$ cat config.mk
export PLATFORM = sky130hd
export DESIGN_NAME = hl_acc_rho_unit
export DESIGN_NICKNAME = d
export VERILOG_FILES = /design/src/hl_acc_pkg.sv /design/src/hl_acc_trig_rom.sv /design/src/hl_acc_rho_unit.sv
export SDC_FILE = /design/constraint.sdc
export NUM_CORES = 1
export LEC_CHECK = 0
export BUFFER_PORTS_ARGS = -buffer_cell sky130_fd_sc_hd__buf_4
export CORE_AREA = 4 4 203 352
export CTS_CLUSTER_SIZE = 14
export DETAILED_ROUTE_END_ITERATION = 10
export DIE_AREA = 0 0 207 356
export GPL_TIMING_DRIVEN = 0
export SYNTH_ARGS = -nofsm -noshare
export SYNTH_HDL_FRONTEND = slang
export SYNTH_SLANG_ARGS = --single-unit
$ cat constraint.sdc
create_clock -name aclk -period 17.18 [get_ports aclk]
set_clock_uncertainty 0.2 [all_clocks]
set_input_delay 3.436 -clock aclk [delete_from_list [all_inputs] [get_ports aclk]]
set_output_delay 3.436 -clock aclk [all_outputs]
set_load 0.02 [all_outputs]
$ cat src/hl_acc_pkg.sv
package hl_acc_pkg;

    // Block sizing
    localparam int NUM_ANGLES  = 180;
    localparam int RHO_MAX     = 724;
    localparam int IMAGE_SIZE  = 512;
    localparam int COUNT_WIDTH = 18;

    localparam int RHO_CELLS  = 2 * RHO_MAX + 1;
    localparam int ACC_DEPTH  = RHO_CELLS * NUM_ANGLES;
    localparam int ADDR_W     = $clog2(ACC_DEPTH);
    localparam int ANG_W      = (NUM_ANGLES > 2) ? $clog2(NUM_ANGLES) : 1;
    localparam int RHO_CELL_W = $clog2(RHO_CELLS);

    // Fixed field widths of the stream payloads
    localparam int ROW_W        = 9;
    localparam int RD_RHO_W     = 11;
    localparam int RD_ANG_W     = 8;
    localparam int THRESH_W     = 18;
    localparam int VOTE_COUNT_W = 18;
    localparam int S_TDATA_W    = 40;
    localparam int M_TDATA_W    = 24;

    localparam logic [THRESH_W-1:0] THRESH_RESET = THRESH_W'(100);

    // Fixed-point datapath
    localparam int TRIG_W     = 16;
    localparam int FRAC_W     = 15;
    localparam int TRUNC_BIAS = 2 ** FRAC_W - 1;
    localparam int PROD_W     = ROW_W + 1 + TRIG_W;
    localparam int SUM_W      = PROD_W + 1;
    localparam int QUOT_W     = SUM_W - FRAC_W;
    localparam int IDX_W      = ((QUOT_W > RHO_CELL_W + 1) ? QUOT_W : RHO_CELL_W + 1) + 1;

    // Angle table generation (elaboration only)
    localparam longint unsigned PI_Q30 = 64'd3373259426;
    localparam int TAYLOR_TERMS = 10;

    // Command codes carried on s_tuser
    localparam logic CMD_VOTE = 1'b0;
    localparam logic CMD_READ = 1'b1;

    typedef enum logic [5:0] {
        ST_CLEAR  = 6'b000001,
        ST_IDLE   = 6'b000010,
        ST_VOTE   = 6'b000100,
        ST_DRAIN  = 6'b001000,
        ST_READ   = 6'b010000,
        ST_RESULT = 6'b100000
    } hl_state_t;

    // Input beat layout, lowest field last
    typedef struct packed {
        logic [S_TDATA_W-ROW_W*2-1-RD_RHO_W-RD_ANG_W-1:0] pad;
        logic [RD_ANG_W-1:0] read_angle_index;
        logic [RD_RHO_W-1:0] read_rho_index;
        logic                pixel_is_black;
        logic [ROW_W-1:0]    pixel_col;
        logic [ROW_W-1:0]    pixel_row;
    } hl_in_data_t;

    // Output beat layout
    typedef struct packed {
        logic [M_TDATA_W-VOTE_COUNT_W-2:0] pad;
        logic                    above_threshold;
        logic [VOTE_COUNT_W-1:0] vote_count;
    } hl_out_data_t;

    // Sequencer to rho unit: one angle step
    typedef struct packed {
        logic             valid;
        logic [ANG_W-1:0] angle;
        logic [ROW_W-1:0] row;
        logic [ROW_W-1:0] col;
    } hl_issue_t;

    // Rho unit result: an in-range cell to bump
    typedef struct packed {
        logic                  valid;
        logic [RHO_CELL_W-1:0] idx;
        logic [ANG_W-1:0]      angle;
    } hl_rho_t;

    function automatic longint hl_q30_to_q15(input longint v);
        longint r;
        r = (v < 0) ? 64'sd0 : v;
        r = (r + 64'sd16384) >>> 15;
        if (r > 64'sd32767) begin
            r = 64'sd32767;
        end
        return r;
    endfunction

    // Unsigned restoring long division, truncating, for table generation
    function automatic longint unsigned hl_udiv64(input longint unsigned num,
                                                  input longint unsigned den);
        longint unsigned q;
        longint unsigned r;
        q = '0;
        r = '0;
        for (int i = 63; i >= 0; i--) begin
            r = {r[62:0], num[i]};
            q = {q[62:0], 1'b0};
            if (r >= den) begin
                r = r - den;
                q[0] = 1'b1;
            end
        end
        return q;
    endfunction

    // {cos, sin} in Q1.15 for angle step k, Taylor series in Q30
    function automatic logic [2*TRIG_W-1:0] hl_trig_q15(input int unsigned k);
        logic upper;
        longint unsigned m;
        longint unsigned a;
        longint unsigned x2;
        longint unsigned ts;
        longint unsigned tc;
        longint unsigned div_s;
        longint unsigned div_c;
        longint ss;
        longint cs;
        longint cq;
        longint sq;
        upper = (2 * k) > NUM_ANGLES;
        m = upper ? longint'(NUM_ANGLES - k) : longint'(k);
        a = hl_udiv64(m * PI_Q30, 64'(NUM_ANGLES));
        x2 = (a * a) >> 30;
        ts = a;
        tc = 64'd1 << 30;
        ss = longint'(a);
        cs = longint'(tc);
        for (int n = 1; n <= TAYLOR_TERMS; n++) begin
            div_s = longint'((2 * n) * (2 * n + 1));
            div_c = longint'((2 * n - 1) * (2 * n));
            ts = hl_udiv64((ts * x2) >> 30, div_s);
            tc = hl_udiv64((tc * x2) >> 30, div_c);
            if (n[0] == 1'b1) begin
                ss = ss - longint'(ts);
                cs = cs - longint'(tc);
            end else begin
                ss = ss + longint'(ts);
                cs = cs + longint'(tc);
            end
        end
        cq = hl_q30_to_q15(cs);
        if (upper) begin
            cq = -cq;
        end
        sq = hl_q30_to_q15(ss);
        return {TRIG_W'(cq), TRIG_W'(sq)};
    endfunction

endpackage

$ cat src/hl_acc_trig_rom.sv
module hl_acc_trig_rom import hl_acc_pkg::*; (
    input  logic [ANG_W-1:0]         angle,
    output logic signed [TRIG_W-1:0] cos_q15,
    output logic signed [TRIG_W-1:0] sin_q15
);

    logic signed [TRIG_W-1:0] cos_tab [NUM_ANGLES];
    logic signed [TRIG_W-1:0] sin_tab [NUM_ANGLES];

    // Constant table, folded at elaboration
    for (genvar g = 0; g < NUM_ANGLES; g++) begin : g_tab
        localparam logic [2*TRIG_W-1:0] Entry = hl_trig_q15(g);
        assign cos_tab[g] = Entry[2*TRIG_W-1:TRIG_W];
        assign sin_tab[g] = Entry[TRIG_W-1:0];
    end

    // angle is always below NUM_ANGLES
    assign cos_q15 = cos_tab[angle];
    assign sin_q15 = sin_tab[angle];

endmodule

$ cat src/hl_acc_rho_unit.sv
module hl_acc_rho_unit import hl_acc_pkg::*; (
    input  logic      aclk,
    input  logic      aresetn,
    input  hl_issue_t issue,
    output hl_rho_t   rho,
    output logic      busy
);

    logic signed [TRIG_W-1:0] cos_w;
    logic signed [TRIG_W-1:0] sin_w;

    // Stage T: table lookup
    logic                     t_valid_reg;
    logic [ANG_W-1:0]         t_angle_reg;
    logic signed [TRIG_W-1:0] t_cos_reg;
    logic signed [TRIG_W-1:0] t_sin_reg;
    logic [ROW_W-1:0]         t_row_reg;
    logic [ROW_W-1:0]         t_col_reg;

    // Stage A: products
    logic                     a_valid_reg;
    logic [ANG_W-1:0]         a_angle_reg;
    logic signed [PROD_W-1:0] a_prow_reg;
    logic signed [PROD_W-1:0] a_pcol_reg;
    logic signed [PROD_W-1:0] a_prow_next;
    logic signed [PROD_W-1:0] a_pcol_next;
    logic signed [ROW_W:0]    row_s;
    logic signed [ROW_W:0]    col_s;

    // Stage B: rho cell index
    logic                  b_valid_reg;
    logic [RHO_CELL_W-1:0] b_idx_reg;
    logic [ANG_W-1:0]      b_angle_reg;
    logic                  b_valid_next;

    logic signed [SUM_W-1:0] sum;
    logic [SUM_W-1:0]        bias;
    logic signed [SUM_W-1:0] quot;
    logic signed [IDX_W-1:0] idx;

    hl_acc_trig_rom u_trig (
        .angle   (issue.angle),
        .cos_q15 (cos_w),
        .sin_q15 (sin_w)
    );

    // row*cos and col*sin, both Q15
    assign row_s       = $signed({1'b0, t_row_reg});
    assign col_s       = $signed({1'b0, t_col_reg});
    assign a_prow_next = row_s * t_cos_reg;
    assign a_pcol_next = col_s * t_sin_reg;

    // Sum, truncate toward zero, offset by RHO_MAX, range check
    assign sum  = SUM_W'(a_prow_reg) + SUM_W'(a_pcol_reg);
    assign bias = sum[SUM_W-1] ? SUM_W'(TRUNC_BIAS) : '0;
    assign quot = (sum + $signed(bias)) >>> FRAC_W;
    assign idx  = IDX_W'(quot) + IDX_W'(RHO_MAX);
    assign b_valid_next = a_valid_reg && (idx >= 0) && (idx <= $signed(IDX_W'(2 * RHO_MAX)));

    // Stage valids
    always_ff @(posedge aclk) begin
        if (!aresetn) begin
            t_valid_reg <= 1'b0;
            a_valid_reg <= 1'b0;
            b_valid_reg <= 1'b0;
        end else begin
            t_valid_reg <= issue.valid;
            a_valid_reg <= t_valid_reg;
            b_valid_reg <= b_valid_next;
        end
    end

    // Stage payloads
    always_ff @(posedge aclk) begin
        t_angle_reg <= issue.angle;
        t_cos_reg   <= cos_w;
        t_sin_reg   <= sin_w;
        t_row_reg   <= issue.row;
        t_col_reg   <= issue.col;
        a_angle_reg <= t_angle_reg;
        a_prow_reg  <= a_prow_next;
        a_pcol_reg  <= a_pcol_next;
        b_idx_reg   <= RHO_CELL_W'(idx);
        b_angle_reg <= a_angle_reg;
    end

    assign rho.valid = b_valid_reg;
    assign rho.idx   = b_idx_reg;
    assign rho.angle = b_angle_reg;
    assign busy      = t_valid_reg | a_valid_reg | b_valid_reg;

endmodule

## Yosys cells after proc, flatten, opt, wreduce, memory -nomap -nowiden

Memory sizes are Yosys's and may differ from the RTL's. A register that Yosys moved wholly into a read port is not among the register bits.
Cells that the tools add are included.

- Add/subtract/negate cells: 3
- Multipliers: 2
- Magnitude comparators: 2
- Muxes and demuxes: 1
- Bitwise logic cells: 3
- Reductions and logical operators: 2

Operators by type and width:

| operator | number |
|---|---|
| 10-bit by 16-bit multiplier with 26-bit output | 2 |
| 26-bit by 26-bit adder with 27-bit output | 1 |
| 27-bit by 16-bit adder with 27-bit output | 1 |
| 15-bit two-way mux | 1 |
| 12-bit by 11-bit adder with 13-bit output (second input constant) | 1 |
| 13-bit by 1-bit >= comparator with 1-bit output (second input constant) | 1 |
| 13-bit by 12-bit less-or-equal comparator with 1-bit output (second input constant) | 1 |
| 8-bit inverter with 9-bit output | 1 |
| 1-bit logical AND | 2 |
| 1-bit OR | 2 |

- Flip-flop bits (word level): 108
- ROM bits: 8192
- Output and inout bits: 21
- Memories: 2

Memory list:

| name | depth | width | read ports | clocked after Yosys merged registers in | wr ports | line | RTL |
|---|---|---|---|---|---|---|---|
| (no name shown) | 256 | 16 | 1 | 1 | 0 | hl_acc_trig_rom.sv:19 | `assign sin_q15 = sin_tab[angle];` |
| (no name shown) | 256 | 16 | 1 | 1 | 0 | hl_acc_trig_rom.sv:18 | `assign cos_q15 = cos_tab[angle];` |

## Logic depth before layout (Yosys ltp)

- Depth in word-level cells: 7
- Depth in mapped cells: 27

## Modules after synthesis

A second synthesis with hierarchy kept.

- Cells, all modules: 2607
- Area, all modules: 21195.3 sq um

Modules (own cells, without submodules):

| module | times used | cells each | area an instance (sq um) | seq. area each (sq um) |
|---|---|---|---|---|
| hl_acc_rho_unit | 1 | 1597 | 15300.9 | 2802.7 |
| hl_acc_trig_rom | 1 | 1010 | 5894.4 | 0.0 |

## Worst setup path before layout

No wires, ideal clock.

- Kind: input -> register
- From: input port issue[20] in the netlist's numbering
- To: register t_sin_reg[3]
- Setup time: 134 ps
- Arrival time: 6301 ps
- Path slack: 10545 ps
- Stages: 13
- Path buffers: 6
- Cells stage by stage: clkbuf_1 -> inv_1 -> clkbuf_1 -> clkbuf_1 -> clkbuf_1 -> clkbuf_1 -> ha_1 -> clkbuf_1 -> a221oi_1 -> a21oi_1 -> nand2_1 -> o21ai_0 -> mux4_2

- Longest elaborated chain between the ends: 1

Ends and longest elaborated chain:

| item | line | RTL |
|---|---|---|
| start, declared | hl_acc_rho_unit.sv:4 | `input hl_issue_t issue,` |
| 8-bit inverter with 9-bit output (not written as such) | hl_acc_trig_rom.sv:19 |  |
| end, declared | hl_acc_rho_unit.sv:16 | `logic signed [TRIG_W-1:0] t_sin_reg;` |

Every way passes these cells.
A chain may end at the register's enable or synchronous reset.

## Final worst setup path

- From: input port issue[20] in the netlist's numbering
- To: register t_cos_reg[1]

- Longest elaborated chain between the ends: 1

Ends and longest elaborated chain:

| item | line | RTL |
|---|---|---|
| 8-bit inverter with 9-bit output (not written as such) | hl_acc_trig_rom.sv:18 |  |
| end, declared | hl_acc_rho_unit.sv:15 | `logic signed [TRIG_W-1:0] t_cos_reg;` |

Every way passes these cells.

==> impl_metrics.tcl <==
set metrics [dict create \
    outcome "complete, but fails checks" \
    violations "max-capacitance violations, max-slew violations" \
    ir_worst_vdd_uv 135 \
    drv_cap 6 \
    setup-tns-final_ps 0 \
    die_h_um 356 \
    busiest_layer "met2" \
    cp_max_fo 15 \
    grtUsageMet2 0.635 \
    use_met1 0.332 \
    crit_start "issue[20]" \
    r2r_setup_slack_ps 10520 \
    track_usage 0.365 \
    drive_gt1_frac 0.0587 \
    syn_area_um2 20400 \
    dp_cells 3529 \
    cts-htree-levels 4 \
    portBuffers 49 \
    cts_setup_buffers 0 \
    met3_usage 0.0798 \
    worst_slew_pin_slew_ps 1570 \
    final_cell_count_no_fill 3567 \
    clockBufferDepth 2 \
    finalNetCount 3078 \
    crit_end "t_cos_reg[1]$_DFF_P_" \
    grt_pass1_wl_mm 186 \
    synth_top_cell_by_area "fa_1" \
    synth_fp_nets 3001 \
    p_leak_nw 10.1 \
    grt_max_degree 18 \
    drc 0 \
    finalSetupViolCount 0 \
    synth_commonest_cells "inv_1 (282), nand2_1 (261), fa_1 (213)" \
    slew_violations 46 \
    numCtsBuffers 17 \
    core.rowCount 127 \
    cts_root_buf "clkbuf_16" \
    path_class "input pin to register" \
    post_cts_resized 0 \
    hpwl_mm 108 \
    crit_required_ps 17280 \
    drtIter0Drc 2061 \
    clkLatencyLatePin_ps 510 \
    hold_viol 0 \
    synth_edf_count 0 \
    yosys.area.top_type_share 0.209 \
    overflow 0 \
    regToRegStartpoint "t_row_reg[1]$_DFF_P_" \
    slew_headroom -0.0593 \
    synth_warnings 0 \
    yosys.cell_types.count 87 \
    ctsHoldBuffers 0 \
    ys_seq_area_frac 0.137 \
    r2r-end "a_prow_reg[25]$_DFF_P_" \
    dieArea_um2 73700 \
    viasPerCell 6.03 \
    postRouteAntennaNets 0 \
    routedWlPerCell_um 38.4 \
    rsz0062_at_grt "false" \
    period_minus_slack_ps 11000 \
    yosys-top-cells-area "fa_1 (21%), dfxtp_1 (14%), ha_1 (12%)" \
    cp-end-kind "register" \
    core_area_um2 68600 \
    initial_core_util 0.297 \
    cts_sinks 139 \
    io_pins 50 \
    cts_tree "yes" \
    die_x_um 207 \
    grt_pass1_vias 22800 \
    min_period_over_period 0.640 \
    vias 21500 \
    synthArstFlopShare 0 \
    crit_path_start_kind "input pin" \
    worstPathArrival_ps 11100 \
    synth_seq_cells 139 \
    syn_avg_cell_area_um2 7.93 \
    gp_congestion 1.08 \
    synth.most_common_cell "inv_1" \
    wl_mm 137 \
    dr.pass1.iters 7 \
    fmax_mhz 90.9 \
    ff2ff_path_depth 21 \
    p_per_area_nw_per_um2 221 \
    min_path_type "register to register" \
    synth-main-ff-cell "dfxtp_1" \
    antenna_found_initial 8 \
    area_growth_pct 10.8 \
    path_clk_slew_ps 80 \
    syn_inst 2570 \
]
[per-stage QoR]
stage	hold slack [ps]	total power, mW	worst slack (ps)	util	instance area, um^2
global route	132	5.49	6470	0.329	22600
CTS	128	5.02	6520	0.328	22500
floorplan	110	3.49	10540	-	20400
detailed placement	112	4.62	5980	0.320	22000
finish	127	4.99	6180	0.329	22600
global placement	110	4.59	5640	0.319	21900
[report_power, final]
part,switching [mW],leakage [nW],internal [mW],total (mW)
registers,0.0784,1.17,0.469,0.547
clock network,0.182,0.268,0.190,0.372
logic,2.41,8.61,1.66,4.07
[how the worst min path moves through the flow]
| stage | from | depth (start not counted) | end | slack [ps] |
|---|---|---|---|---|
| after floorplan | t_angle_reg[0]$_DFF_P_ | 0 | a_angle_reg[0]$_DFF_P_ | 110 |
| after global placement | t_angle_reg[3]$_DFF_P_ | 0 | a_angle_reg[3]$_DFF_P_ | 110 |
| after detailed placement | t_angle_reg[1]$_DFF_P_ | 0 | a_angle_reg[1]$_DFF_P_ | 110 |
| after CTS | a_angle_reg[7]$_DFF_P_ | 0 | b_angle_reg[7]$_DFF_P_ | 130 |
| after global routing | t_angle_reg[0]$_DFF_P_ | 0 | a_angle_reg[0]$_DFF_P_ | 130 |
| final | a_angle_reg[3]$_DFF_P_ | 0 | b_angle_reg[3]$_DFF_P_ | 130 |
[critical path, stage by stage]
cell      delay, ps
buf_4           190
clkbuf_1        240
inv_1           190
clkbuf_1        880
clkbuf_1        770
clkbuf_1        950
clkbuf_1        990
ha_1            230
clkbuf_1       1070
o21ai_0         300
a21oi_1         200
o21ai_0         160
o21ai_0         990
o221ai_1        370
[area by class of cell]
cell class	instances	area, um^2
clock inverters	14	133
fillers	7536	46100
inverters	285	1070
multi-input cells	1999	16000
flip-flops and latches	139	2780
well taps	903	1130
plain buffers	147	559
diodes	5	12.5
repair buffers	58	462
clock buffers	17	425
[cells by family after synthesis]
| logic type | Yosys count | share of synthesized area |
|---|---|---|
| xor+xnor | 72 | 0.0309 |
| fa+ha+maj | 402 | 0.325 |
| buf+inv | 432 | 0.0799 |
| mux | 23 | 0.0181 |
| compound gates | 659 | 0.207 |
| flops | 139 | 0.137 |
| simple gates | 843 | 0.202 |
[cell usage in the layout (no fill, tap or decap), types with 14 or more instances in the layout]
master     Yosys  layout
a211oi_1      30      30
o211ai_1      27      27
xnor2_1       55      55
o311ai_0      24      23
nand2_1      261     261
a21oi_1      195     194
nor3_1        62      61
and3_1        14      14
or3_1         19      19
o22ai_1       17      17
nor2_1       165     162
inv_1        282     282
buf_1         25      24
nand2b_1      20      20
a31oi_1       43      43
o31ai_1       15      14
dfxtp_1      139     139
fa_1         213     213
clkbuf_16      0      17
or2_2         14      14
clkbuf_1     119     119
nand4_1       14      14
o21ai_0      154     152
nand3_1       48      48
a21o_1        21      21
buf_4          1      53
and2_1       189     189
ha_1         189     189
o21bai_1      14      14
xor2_1        17      17
[per-layer routing]
layer / share of wire / wire (um)
met4: 0.15 / 20000
met5: 0.00023 / 31
met2: 0.48 / 66400
met1: 0.31 / 42300
met3: 0.060 / 8250
(Power assumes the default switching activity.)
